File: src/design/assert_macros.svh
// Assertion macros shared by the allocator RTL.
// Depends on nothing; included by modules that carry assertions.
`ifndef ASSERT_MACROS_SVH
`define ASSERT_MACROS_SVH
// Assert a property under clock clk, disabled while reset is low.
`define CHK_ASSERT(label, prop, msg) \
	label: assert property (@(posedge clk) disable iff (!arst_n) (prop)) else $error(msg);
`endif

File: src/design/ffha_pkg.sv
// Types and codes for the first-fit heap allocator.
// No dependencies.
package ffha_pkg;
	localparam logic [1:0] KIND_ALLOC = 2'd0;
	localparam logic [1:0] KIND_FREE  = 2'd1;
	localparam logic [1:0] KIND_QUERY = 2'd2;

	localparam logic [2:0] ST_DONE    = 3'd0;
	localparam logic [2:0] ST_NOFIT   = 3'd1;
	localparam logic [2:0] ST_ZERO    = 3'd2;
	localparam logic [2:0] ST_UNKNOWN = 3'd3;
	localparam logic [2:0] ST_FULL    = 3'd4;

	typedef enum logic [3:0] {
		S_IDLE,
		S_INIT,
		S_LSCAN,
		S_FSCAN,
		S_FREAD,
		S_DECIDE,
		S_SHIFT,
		S_WRITE,
		S_DONE
	} state_t;
endpackage

File: src/design/ffha_req_if.sv
// Request channel interface of the heap allocator.
// Depends on nothing.
interface ffha_req_if;
	logic        valid;
	logic        ready;
	logic [1:0]  kind;
	logic [15:0] request_size;
	logic [31:0] block_address;
	modport source (output valid, kind, request_size, block_address, input ready);
	modport sink (input valid, kind, request_size, block_address, output ready);
endinterface

File: src/design/ffha_rsp_if.sv
// Response channel interface of the heap allocator.
// Depends on nothing.
interface ffha_rsp_if;
	logic        valid;
	logic        ready;
	logic [2:0]  status;
	logic [31:0] payload_address;
	logic [15:0] usable_size;
	modport source (output valid, status, payload_address, usable_size, input ready);
	modport sink (input valid, status, payload_address, usable_size, output ready);
endinterface

File: src/design/first_fit_heap_allocator_core.sv
// First-fit heap allocator top level: sequencer, free table and live table.
// Depends on ffha_pkg, ffha_req_if, ffha_rsp_if and assert_macros.svh.
//
// One request is taken at a time; the core drops ready until the response word
// leaves. After reset the free table is swept once, before the first request
// is taken. A request scans the live table one slot a cycle; an alloc or free
// request then scans the free table an extent at a time (read, then compare),
// then shifts entries (a read, then a write, per entry) when an extent is
// inserted or dropped. The free table has one registered read port.
`include "assert_macros.svh"
module first_fit_heap_allocator_core #(
	parameter int HEAP_BYTES   = 65536,
	parameter int HEADER_BYTES = 12,
	parameter int FREE_SLOTS   = 32,
	parameter int LIVE_SLOTS   = 32
) (
	input  logic        clk,
	input  logic        arst_n,
	input  logic        cfg_we,
	input  logic [31:0] cfg_wdata,
	ffha_req_if.sink    req,
	ffha_rsp_if.source  rsp
);
	localparam int FW = $clog2(FREE_SLOTS);
	localparam int LW = $clog2(LIVE_SLOTS);
	// Wide enough for any rounded request plus header, and for the heap offsets.
	localparam int OW = ($clog2(HEAP_BYTES) + 1 > 18) ? $clog2(HEAP_BYTES) + 1 : 18;
	localparam logic [OW-1:0] HDR = OW'(HEADER_BYTES);
	localparam logic [OW-1:0] INIT_LEN = OW'(HEAP_BYTES - HEADER_BYTES);
	localparam logic [FW:0]   CNT_ONE = (FW+1)'(1);
	localparam logic [FW-1:0] IDX_ONE = FW'(1);
	localparam logic [LW:0]   LI_ONE = (LW+1)'(1);

	ffha_pkg::state_t state_q, state_d;

	logic [31:0]   base_q;
	logic [OW-1:0] fs_mem [FREE_SLOTS];
	logic [OW-1:0] fl_mem [FREE_SLOTS];
	logic [OW-1:0] ls_mem [LIVE_SLOTS];
	logic [OW-1:0] ll_mem [LIVE_SLOTS];
	logic [LIVE_SLOTS-1:0] lv_q;
	logic [FW:0]   fcnt_q;

	logic [1:0]    kind_q;
	logic [OW-1:0] aligned_q, needed_q, off_q;
	logic          addr_ok_q;
	logic [LW:0]   li_q;
	logic          lhit_q, lfree_q;
	logic [LW-1:0] lslot_q, lempty_q;
	logic [FW:0]   fi_q;
	logic          ffound_q;
	logic [OW-1:0] fs_rd_q, fl_rd_q, ps_q, pl_q, len_q;
	logic          pvalid_q;
	logic [FW:0]   sh_q;
	logic          sh_up_q;
	logic [2:0]    st_q;
	logic [31:0]   pa_q;
	logic [15:0]   us_q;
	logic          rvalid_q;

	// Memory port drive, from the sequencer.
	logic          fwe;
	logic [FW-1:0] fwa, fra;
	logic [OW-1:0] fws, fwl;

	// Decision, computed on the cycle the chosen extent sits in fs_rd_q.
	logic          lv_set, lv_clr, l_wr, fcnt_inc, fcnt_dec, sh_up_d;
	logic [OW-1:0] l_len;
	logic [FW:0]   sh_q_d;
	logic [2:0]    st_d;
	logic [31:0]   pa_d;
	logic [15:0]   us_d;
	logic          dw_we;
	logic [FW-1:0] dw_a;
	logic [OW-1:0] dw_s, dw_l;
	logic          d_shift;
	logic          wprev, wnext;
	logic [OW-1:0] rem;

	logic sh_phase_q;

	logic [31:0] off_full;
	assign off_full = req.block_address - base_q - 32'(HEADER_BYTES);

	logic fscan_done;
	assign fscan_done = (fi_q >= fcnt_q);

	always_ff @(posedge clk) begin
		if (fwe) begin
			fs_mem[fwa] <= fws;
			fl_mem[fwa] <= fwl;
		end
		fs_rd_q <= fs_mem[fra];
		fl_rd_q <= fl_mem[fra];
	end

	always_ff @(posedge clk or negedge arst_n) begin
		if (!arst_n) begin
			state_q  <= ffha_pkg::S_INIT;
			base_q   <= '0;
			lv_q     <= '0;
			fcnt_q   <= (FW+1)'(1);
			rvalid_q <= 1'b0;
			sh_q     <= '0;
		end else begin
			state_q <= state_d;
			if (cfg_we) begin
				base_q <= cfg_wdata;
			end
			if (rsp.valid && rsp.ready) begin
				rvalid_q <= 1'b0;
			end
			case (state_q)
				ffha_pkg::S_INIT: begin
					sh_q <= sh_q + CNT_ONE;
				end
				ffha_pkg::S_IDLE: begin
					if (req.valid) begin
						kind_q    <= req.kind;
						aligned_q <= OW'(({1'b0, req.request_size} + 17'd3) & 17'h1fffc);
						needed_q  <= OW'(({1'b0, req.request_size} + 17'd3) & 17'h1fffc) + HDR;
						off_q     <= off_full[OW-1:0];
						addr_ok_q <= (off_full >> OW) == 32'd0;
						li_q      <= '0;
						lhit_q    <= 1'b0;
						lfree_q   <= 1'b0;
						fi_q      <= '0;
						ffound_q  <= 1'b0;
						pvalid_q  <= 1'b0;
					end
				end
				ffha_pkg::S_LSCAN: begin
					li_q <= li_q + LI_ONE;
					if (!lv_q[li_q[LW-1:0]] && !lfree_q) begin
						lfree_q  <= 1'b1;
						lempty_q <= li_q[LW-1:0];
					end
					if (addr_ok_q && lv_q[li_q[LW-1:0]] && ls_mem[li_q[LW-1:0]] == off_q
					    && !lhit_q) begin
						lhit_q  <= 1'b1;
						lslot_q <= li_q[LW-1:0];
						len_q   <= ll_mem[li_q[LW-1:0]];
					end
				end
				ffha_pkg::S_FREAD: begin
					// Hold the index at the table end so it names the insert slot.
					if (!fscan_done) fi_q <= fi_q + CNT_ONE;
				end
				ffha_pkg::S_FSCAN: begin
					// Extent fi_q-1 is in fs_rd_q/fl_rd_q.
					if (state_d == ffha_pkg::S_FREAD) begin
						pvalid_q <= 1'b1;
						ps_q     <= fs_rd_q;
						pl_q     <= fl_rd_q;
					end else begin
						ffound_q <= 1'b1;
						fi_q     <= fi_q - CNT_ONE;
					end
				end
				ffha_pkg::S_DECIDE: begin
					sh_q    <= sh_q_d;
					sh_up_q <= sh_up_d;
					st_q    <= st_d;
					pa_q    <= pa_d;
					us_q    <= us_d;
					if (lv_set)   lv_q[lempty_q] <= 1'b1;
					if (lv_clr)   lv_q[lslot_q]  <= 1'b0;
					if (l_wr) begin
						ls_mem[lempty_q] <= fs_rd_q;
						ll_mem[lempty_q] <= l_len;
					end
					fcnt_q <= fcnt_q + (FW+1)'(fcnt_inc) - (FW+1)'(fcnt_dec);
				end
				ffha_pkg::S_SHIFT: begin
					// Advance once the entry has been written.
					if (sh_phase_q) sh_q <= sh_up_q ? sh_q - CNT_ONE : sh_q + CNT_ONE;
				end
				ffha_pkg::S_DONE: begin
					if (!rvalid_q) rvalid_q <= 1'b1;
				end
				default: ;
			endcase
		end
	end

	always_comb begin
		lv_set = 1'b0; lv_clr = 1'b0; l_wr = 1'b0; fcnt_inc = 1'b0; fcnt_dec = 1'b0;
		sh_up_d = 1'b0; l_len = fl_rd_q; sh_q_d = fi_q; st_d = ffha_pkg::ST_UNKNOWN;
		pa_d = '0; us_d = '0; dw_we = 1'b0; dw_a = fi_q[FW-1:0]; dw_s = fs_rd_q;
		dw_l = fl_rd_q; d_shift = 1'b0;
		rem = fl_rd_q - needed_q;
		wprev = pvalid_q && (ps_q + HDR + pl_q == off_q);
		wnext = ffound_q && (off_q + HDR + len_q == fs_rd_q);
		case (kind_q)
			ffha_pkg::KIND_ALLOC: begin
				if (aligned_q == '0) begin
					st_d = ffha_pkg::ST_ZERO;
				end else if (!ffound_q) begin
					st_d = ffha_pkg::ST_NOFIT;
				end else if (!lfree_q) begin
					st_d = ffha_pkg::ST_FULL;
				end else begin
					st_d = ffha_pkg::ST_DONE; lv_set = 1'b1; l_wr = 1'b1;
					if (rem <= HDR + OW'(4)) begin
						l_len = fl_rd_q; fcnt_dec = 1'b1; d_shift = 1'b1;
					end else begin
						l_len = aligned_q; dw_we = 1'b1;
						dw_s = fs_rd_q + needed_q; dw_l = rem;
					end
					pa_d = base_q + 32'(fs_rd_q) + 32'(HEADER_BYTES);
					us_d = l_len[15:0];
				end
			end
			ffha_pkg::KIND_FREE: begin
				if (!lhit_q) begin
					st_d = ffha_pkg::ST_UNKNOWN;
				end else if (wprev && wnext) begin
					st_d = ffha_pkg::ST_DONE; lv_clr = 1'b1; fcnt_dec = 1'b1;
					dw_we = 1'b1; dw_a = fi_q[FW-1:0] - IDX_ONE; dw_s = ps_q;
					dw_l = pl_q + HDR + HDR + len_q + fl_rd_q; d_shift = 1'b1;
				end else if (wprev) begin
					st_d = ffha_pkg::ST_DONE; lv_clr = 1'b1;
					dw_we = 1'b1; dw_a = fi_q[FW-1:0] - IDX_ONE; dw_s = ps_q;
					dw_l = pl_q + HDR + len_q;
				end else if (wnext) begin
					st_d = ffha_pkg::ST_DONE; lv_clr = 1'b1;
					dw_we = 1'b1; dw_s = off_q; dw_l = fl_rd_q + HDR + len_q;
				end else if (fcnt_q >= (FW+1)'(FREE_SLOTS)) begin
					st_d = ffha_pkg::ST_FULL;
				end else begin
					st_d = ffha_pkg::ST_DONE; lv_clr = 1'b1; fcnt_inc = 1'b1;
					d_shift = 1'b1; sh_up_d = 1'b1; sh_q_d = fcnt_q;
				end
			end
			ffha_pkg::KIND_QUERY: begin
				if (lhit_q) begin
					st_d = ffha_pkg::ST_DONE; us_d = len_q[15:0];
				end
			end
			default: ;
		endcase
	end

	// Shift step: move one entry per read/write pair; the read data is registered.
	always_ff @(posedge clk or negedge arst_n) begin
		if (!arst_n) sh_phase_q <= 1'b0;
		else if (state_q == ffha_pkg::S_SHIFT) sh_phase_q <= ~sh_phase_q;
		else sh_phase_q <= 1'b0;
	end

	always_comb begin
		state_d = state_q;
		fwe = 1'b0; fwa = '0; fws = '0; fwl = '0; fra = fi_q[FW-1:0];
		case (state_q)
			ffha_pkg::S_INIT: begin
				fwe = 1'b1; fwa = sh_q[FW-1:0]; fws = '0;
				fwl = (sh_q == '0) ? INIT_LEN : '0;
				if (sh_q == (FW+1)'(FREE_SLOTS - 1)) state_d = ffha_pkg::S_IDLE;
			end
			ffha_pkg::S_IDLE: begin
				if (req.valid) begin
					state_d = ffha_pkg::S_LSCAN;
				end
			end
			ffha_pkg::S_LSCAN: begin
				if (li_q == (LW+1)'(LIVE_SLOTS - 1)) begin
					state_d = (kind_q inside {ffha_pkg::KIND_ALLOC, ffha_pkg::KIND_FREE})
					        ? ffha_pkg::S_FREAD : ffha_pkg::S_DECIDE;
				end
			end
			ffha_pkg::S_FREAD: begin
				fra = fi_q[FW-1:0];
				state_d = fscan_done ? ffha_pkg::S_DECIDE : ffha_pkg::S_FSCAN;
			end
			ffha_pkg::S_FSCAN: begin
				// Stop at first fit (alloc) or first start above the block (free).
				if (kind_q == ffha_pkg::KIND_ALLOC ? (fl_rd_q >= needed_q)
				                                   : (fs_rd_q > off_q)) begin
					state_d = ffha_pkg::S_WRITE;
				end else begin
					state_d = ffha_pkg::S_FREAD;
				end
				fra = fi_q[FW-1:0] - IDX_ONE;
			end
			ffha_pkg::S_WRITE: begin
				fra = fi_q[FW-1:0];
				state_d = ffha_pkg::S_DECIDE;
			end
			ffha_pkg::S_DECIDE: begin
				fwe = dw_we; fwa = dw_a; fws = dw_s; fwl = dw_l;
				if (d_shift && lv_set) state_d = ffha_pkg::S_SHIFT;
				else if (d_shift && lv_clr) state_d = ffha_pkg::S_SHIFT;
				else state_d = ffha_pkg::S_DONE;
				if (!lhit_q && !lv_set) state_d = ffha_pkg::S_DONE;
				if (d_shift && sh_up_d) begin
					// Insert: shift from the top down; the new extent is written last, into slot fi_q.
					state_d = ffha_pkg::S_SHIFT;
				end
			end
			ffha_pkg::S_SHIFT: begin
				// sh_q is the slot being written; source is its neighbor.
				if (sh_up_q) begin
					if (sh_q == fi_q) begin
						fwe = 1'b1; fwa = sh_q[FW-1:0]; fws = off_q; fwl = len_q;
						state_d = ffha_pkg::S_DONE;
					end else begin
						fra = sh_q[FW-1:0] - IDX_ONE;
						fwe = sh_phase_q; fwa = sh_q[FW-1:0]; fws = fs_rd_q; fwl = fl_rd_q;
					end
				end else begin
					if (sh_q >= fcnt_q) begin
						state_d = ffha_pkg::S_DONE;
					end else begin
						fra = sh_q[FW-1:0] + IDX_ONE;
						fwe = sh_phase_q; fwa = sh_q[FW-1:0]; fws = fs_rd_q; fwl = fl_rd_q;
					end
				end
			end
			ffha_pkg::S_DONE: begin
				if (!rvalid_q) state_d = ffha_pkg::S_DONE;
				if (rvalid_q && rsp.ready) state_d = ffha_pkg::S_IDLE;
			end
			default: state_d = ffha_pkg::S_IDLE;
		endcase
	end

	assign req.ready           = (state_q == ffha_pkg::S_IDLE);
	assign rsp.valid           = rvalid_q;
	assign rsp.status          = st_q;
	assign rsp.payload_address = pa_q;
	assign rsp.usable_size     = us_q;

	`CHK_ASSERT(a_busy_no_ready, (rsp.valid |-> !req.ready), "ready while a response waits")
	`CHK_ASSERT(a_fcnt_range, (fcnt_q <= (FW+1)'(FREE_SLOTS)), "free count overflow")
	`CHK_ASSERT(a_rsp_hold, (rsp.valid && !rsp.ready |=> rsp.valid && $stable(rsp.status) && $stable(rsp.payload_address) && $stable(rsp.usable_size)), "response word changed while stalled")
endmodule
File: src/flat_wrapper.sv
// flat-port wrapper written by rule: the top's interface ports become plain ports
module first_fit_heap_allocator_core_flat 
#(
	parameter int HEAP_BYTES   = 65536,
	parameter int HEADER_BYTES = 12,
	parameter int FREE_SLOTS   = 32,
	parameter int LIVE_SLOTS   = 32
)
  (clk, arst_n, cfg_we, cfg_wdata, req_valid, req_kind, req_request_size, req_block_address, req_ready, rsp_valid, rsp_status, rsp_payload_address, rsp_usable_size, rsp_ready);
  ffha_req_if req_i ();
  ffha_rsp_if rsp_i ();
  input  logic clk;
  input  logic arst_n;
  input  logic cfg_we;
  input  logic [31:0] cfg_wdata;
  input wire logic [$bits(req_i.valid)-1:0] req_valid;
  input wire logic [$bits(req_i.kind)-1:0] req_kind;
  input wire logic [$bits(req_i.request_size)-1:0] req_request_size;
  input wire logic [$bits(req_i.block_address)-1:0] req_block_address;
  output wire logic [$bits(req_i.ready)-1:0] req_ready;
  output wire logic [$bits(rsp_i.valid)-1:0] rsp_valid;
  output wire logic [$bits(rsp_i.status)-1:0] rsp_status;
  output wire logic [$bits(rsp_i.payload_address)-1:0] rsp_payload_address;
  output wire logic [$bits(rsp_i.usable_size)-1:0] rsp_usable_size;
  input wire logic [$bits(rsp_i.ready)-1:0] rsp_ready;
  assign req_i.valid = req_valid;
  assign req_i.kind = req_kind;
  assign req_i.request_size = req_request_size;
  assign req_i.block_address = req_block_address;
  assign req_ready = req_i.ready;
  assign rsp_valid = rsp_i.valid;
  assign rsp_status = rsp_i.status;
  assign rsp_payload_address = rsp_i.payload_address;
  assign rsp_usable_size = rsp_i.usable_size;
  assign rsp_i.ready = rsp_ready;
  first_fit_heap_allocator_core #(.HEAP_BYTES(HEAP_BYTES), .HEADER_BYTES(HEADER_BYTES), .FREE_SLOTS(FREE_SLOTS), .LIVE_SLOTS(LIVE_SLOTS)) u_core (.clk(clk), .arst_n(arst_n), .cfg_we(cfg_we), .cfg_wdata(cfg_wdata), .req(req_i), .rsp(rsp_i));
endmodule
File: config.mk
export PLATFORM = sky130hd
export DESIGN_NAME = first_fit_heap_allocator_core_flat
export DESIGN_NICKNAME = d
export VERILOG_FILES = /design/src/design/ffha_pkg.sv /design/src/design/ffha_req_if.sv /design/src/design/ffha_rsp_if.sv /design/src/design/first_fit_heap_allocator_core.sv /design/src/flat_wrapper.sv
export VERILOG_INCLUDE_DIRS = /design/src /design/src/design
export SDC_FILE = /design/constraint.sdc
export NUM_CORES = 2
export LEC_CHECK = 0
export BUFFER_PORTS_ARGS = -buffer_cell sky130_fd_sc_hd__buf_4
export CAP_MARGIN = 20
export CELL_PAD_IN_SITES_DETAIL_PLACEMENT = 0
export CELL_PAD_IN_SITES_GLOBAL_PLACEMENT = 2
export CORE_ASPECT_RATIO = 0.6
export CORE_MARGIN = 2
export CORE_UTILIZATION = 51
export CTS_CLUSTER_SIZE = 12
export DETAILED_ROUTE_END_ITERATION = 12
export PLACE_DENSITY = 0.94
export RECOVER_POWER = 25
export SLEW_MARGIN = 20
export SYNTH_ARGS = -nofsm -noshare
export SYNTH_HDL_FRONTEND = slang
export SYNTH_SLANG_ARGS = --single-unit
File: constraint.sdc
create_clock -name clk -period 16.18 [get_ports clk]
set_input_delay 3.236 -clock clk [delete_from_list [all_inputs] [get_ports clk]]
set_output_delay 3.236 -clock clk [all_outputs]
set_load 0.01 [all_outputs]
==> results.md <==
- Cells after Synth: 7822
- Setup TNS after final layout: 0 ns
- Hpwl dp: 220000 um
- Critical-path cell list: clkbuf_1 -> clkbuf_1 -> clkbuf_1 -> buf_4 -> mux4_2 -> mux4_2 -> mux2_2
- Antenna viol nets, final: 0
- Rows: 135
- Status: finished with violations
- Worst setup SP type: flop
- Largest family of logic cells by synthesized area: multiplexers
- Syn_nets: 8261
- P_int: 14.5 mW
- Starting Density: 0.514
- Pre-antenna DRT Iters: 6
- Layout cells sized above 1: 0.142
- Fmax: 106 MHz
- Grt total ovfl: 0
- Critical Path AT: 10.01 ns
- Synth top area share: 0.643
- Root buffer cell: clkbuf_16
- Hold buffers post-CTS: 0
- Tcrit/Tclk final: 0.583
- Final min period: 9.43 ns
- Synth area leaders: edfxtp_1, mux4_2, ha_1
- Power per cell area: 180 nW/um2
- Deepest clock path buffer count: 4
- Worst-path fanout max: 50
- Crit path buf inv count: 4
- Post-synthesis mux area share: 0.0990
- Vias per std cell: 6.69
- CP Class: flop to flop
- Initial antenna violation count: 19
- Chip height: 374 um
- Area of the multi-input gates: 36700 um2
- Core area: 226000 um2
- Hold Slack: 0.505 ns
- Routed len/inst: 32.7 um
- DR iter-0 viols: 12.3k
- Vias post-DR: 74.6k
- Slew @ Worst Pin: 4.35 ns
- Async S/R FF share, synth: 0.0314
- Ys Warns: 0
- Most frequent cells in the layout: edfxtp_1, nand2_1, a21oi_1
- Skew-Pair Late Insertion Delay: 0.87 ns
- Die width: 620 um
- Vias in the first global route: 69.2k
- Sw frac: 0.374
- Min-delay worst type: flop to flop
- Power share of the clock group: 0.246
- Commonest non-fill, non-tap cell in the layout: edfxtp_1
- Post-Synth Simple-Gate Area: 0.0749
- Max incr delay on CP: 2.54 ns
- CTS Buf Count: 269
- Final hold viol count: 0
- EDFF count, synth: 2488
- Routed WL: 364000 um
- Sequential area share after synthesis: 0.668
- Failing checks: max-capacitance violations, max-slew violations
- Sequential share of power: 0.370
- #FFs+latches synth: 2611
- Most used cell, CP: clkbuf_1
- Worst setup EP type: flop
- Die area: 232000 um2
- Synth Area in Compound Gates: 0.0761
- GRT Util Overall: 0.308
- Max-cap violations: 45
- Area grow syn2layout: 11.1%
- RSZ-0062 raised after global routing: no
- Clock Skews: 0.0644 ns
- Placer Congestion: 0.979
- Clock H-tree levels: 5
- Cts repair resizes: 0
- Nets: 8459
- Xor/xnor share of the synthesized area: 0.0187
- Net Sw Power: 8.68 mW
- Post-synthesis adder-cell area fraction: 0.0397
- Netlist Area Pre-Place: 116000 um2
- Gate power share: 0.384
- DRC viols: 0
- Slew Limit Fails: 1641
- Largest delay contributor family on the critical path: buffers and inverters
- Largest net degree at the start of global routing: 168
- Synth cell types: 97
- # clock sinks: 2611
- Lkg Pwr: 44.1 nW
- CP Data Required Time: 16.76 ns
- Worst-path clk slew: 0.06 ns
- Input/output buffers: 139
- Area leader, netlist: edfxtp_1
- Worst slew margin: -1.90
- Fillers: 17.2k
- Top FF cell, synth: edfxtp_1
- Setup Viol. Count Final: 0
- Syn Area/Cell: 14.9 um2
- CTS tree: built
- # IOs: 140
- First-pass GRT wire length: 510000 um
- Register area: 77600 um2
- Peak VDD IR: 0.172 mV
- Slowest-stage cell, CP: clkbuf_1
- Post-CTS Setup Bufs: 0
-- path summary, 6_finish.rpt --
| kind | startpoint | end | slack, ns | depth (start not counted) |
|---|---|---|---|---|
| max in group asynchronous | arst_n | u_core.base_q[27] | 8.97 | 3 |
| min reg2reg | u_core.sh_phase_q | u_core.sh_phase_q | 0.50 | 1 |
| min | u_core.sh_phase_q | u_core.sh_phase_q | 0.50 | 1 |
| min in group asynchronous | arst_n | u_core.state_q[1] | 2.60 | 1 |
| max reg2reg | u_core.li_q[0] | u_core.len_q[2] | 6.75 | 7 |
| max | u_core.li_q[0] | u_core.len_q[2] | 6.75 | 7 |
-- final cells by class --
type	count	share of cell area
antenna	3	0.0000581
sequential	2611	0.601
multi-input combinational	4502	0.284
clock buffer	341	0.0557
timing repair buffer	347	0.0185
clock inverter	43	0.00321
inverter	289	0.00840
tap	3014	0.0292
-- cell usage after synthesis (53+ instances only) --
master / count
inv_1: 288
edfxtp_1: 2488
o211ai_1: 70
mux2i_1: 284
and3_1: 146
xor2_1: 99
a22oi_1: 83
nor2_1: 406
clkbuf_1: 281
nor4_1: 57
a21oi_1: 403
o21ai_0: 152
a211oi_1: 66
o221ai_1: 68
mux4_2: 358
nand4_1: 68
nand3_1: 307
ha_1: 324
nor3_1: 93
mux2_2: 53
buf_2: 89
dfrtp_1: 80
a31oi_1: 173
nand2_1: 617
xnor2_1: 149
-- sequential cells by signal, indices dropped and copies added, names as in the netlist, 32 cells and up, named ones only --
signal and count:
u_core.base_q 32, u_core.fl_mem 576, u_core.rsp.payload_address 32, u_core.fs_mem 576, u_core.ll_mem 576, u_core.lv_q 32, u_core.ls_mem 576
-- kinds of logic after synthesis --
kind of cell / Yosys count
adders and majority gates: 352
other: 1
muxes: 695
and+or+nand+nor: 1855
xor gates and xnor gates: 248
buffers and inverters: 709
AOI/OAI and AO/OA: 1351
DFF: 2611
-- worst register-to-register path, delay by kind of cell, from the launching register on --
kind,cells,cell delay (ns)
flops,1,0.34
buf+inv,4,7.27
mux,3,1.56
-- metal layers --
layer	track usage	wire length, um	up-vias
met5	0.00372	244	-
met4	0.0693	8750	18
met3	0.102	56300	574
met2	0.405	145000	5448
met1	0.491	154000	37700
li1	-	-	30800
-- stage by stage --
| stage | utilization | setup WS, ns | cells | power, mW | area (um2) |
|---|---|---|---|---|---|
| floorplan | - | 9.60 | 7822 | 14.3 | 116000 |
| global placement | 0.538 | 8.72 | 10800 | 17.1 | 122000 |
| detailed placement | 0.538 | 8.70 | 10800 | 17.3 | 122000 |
| CTS | 0.572 | 8.81 | 11100 | 23.0 | 129000 |
| global route | 0.571 | 5.61 | 11100 | 24.0 | 129000 |
| finish | 0.571 | 6.75 | 11200 | 23.2 | 129000 |
-- power by group through the flow --
stage	Sequential (mW)	Clock [mW]	Combinational, mW
global route	8.57	6.01	9.45
detailed placement	8.66	0	8.59
floorplan	8.55	0	5.72
global placement	8.66	0	8.45
CTS	8.52	5.76	8.67
finish	8.57	5.70	8.91
No activity file was read; power rests on OpenSTA's default activity.
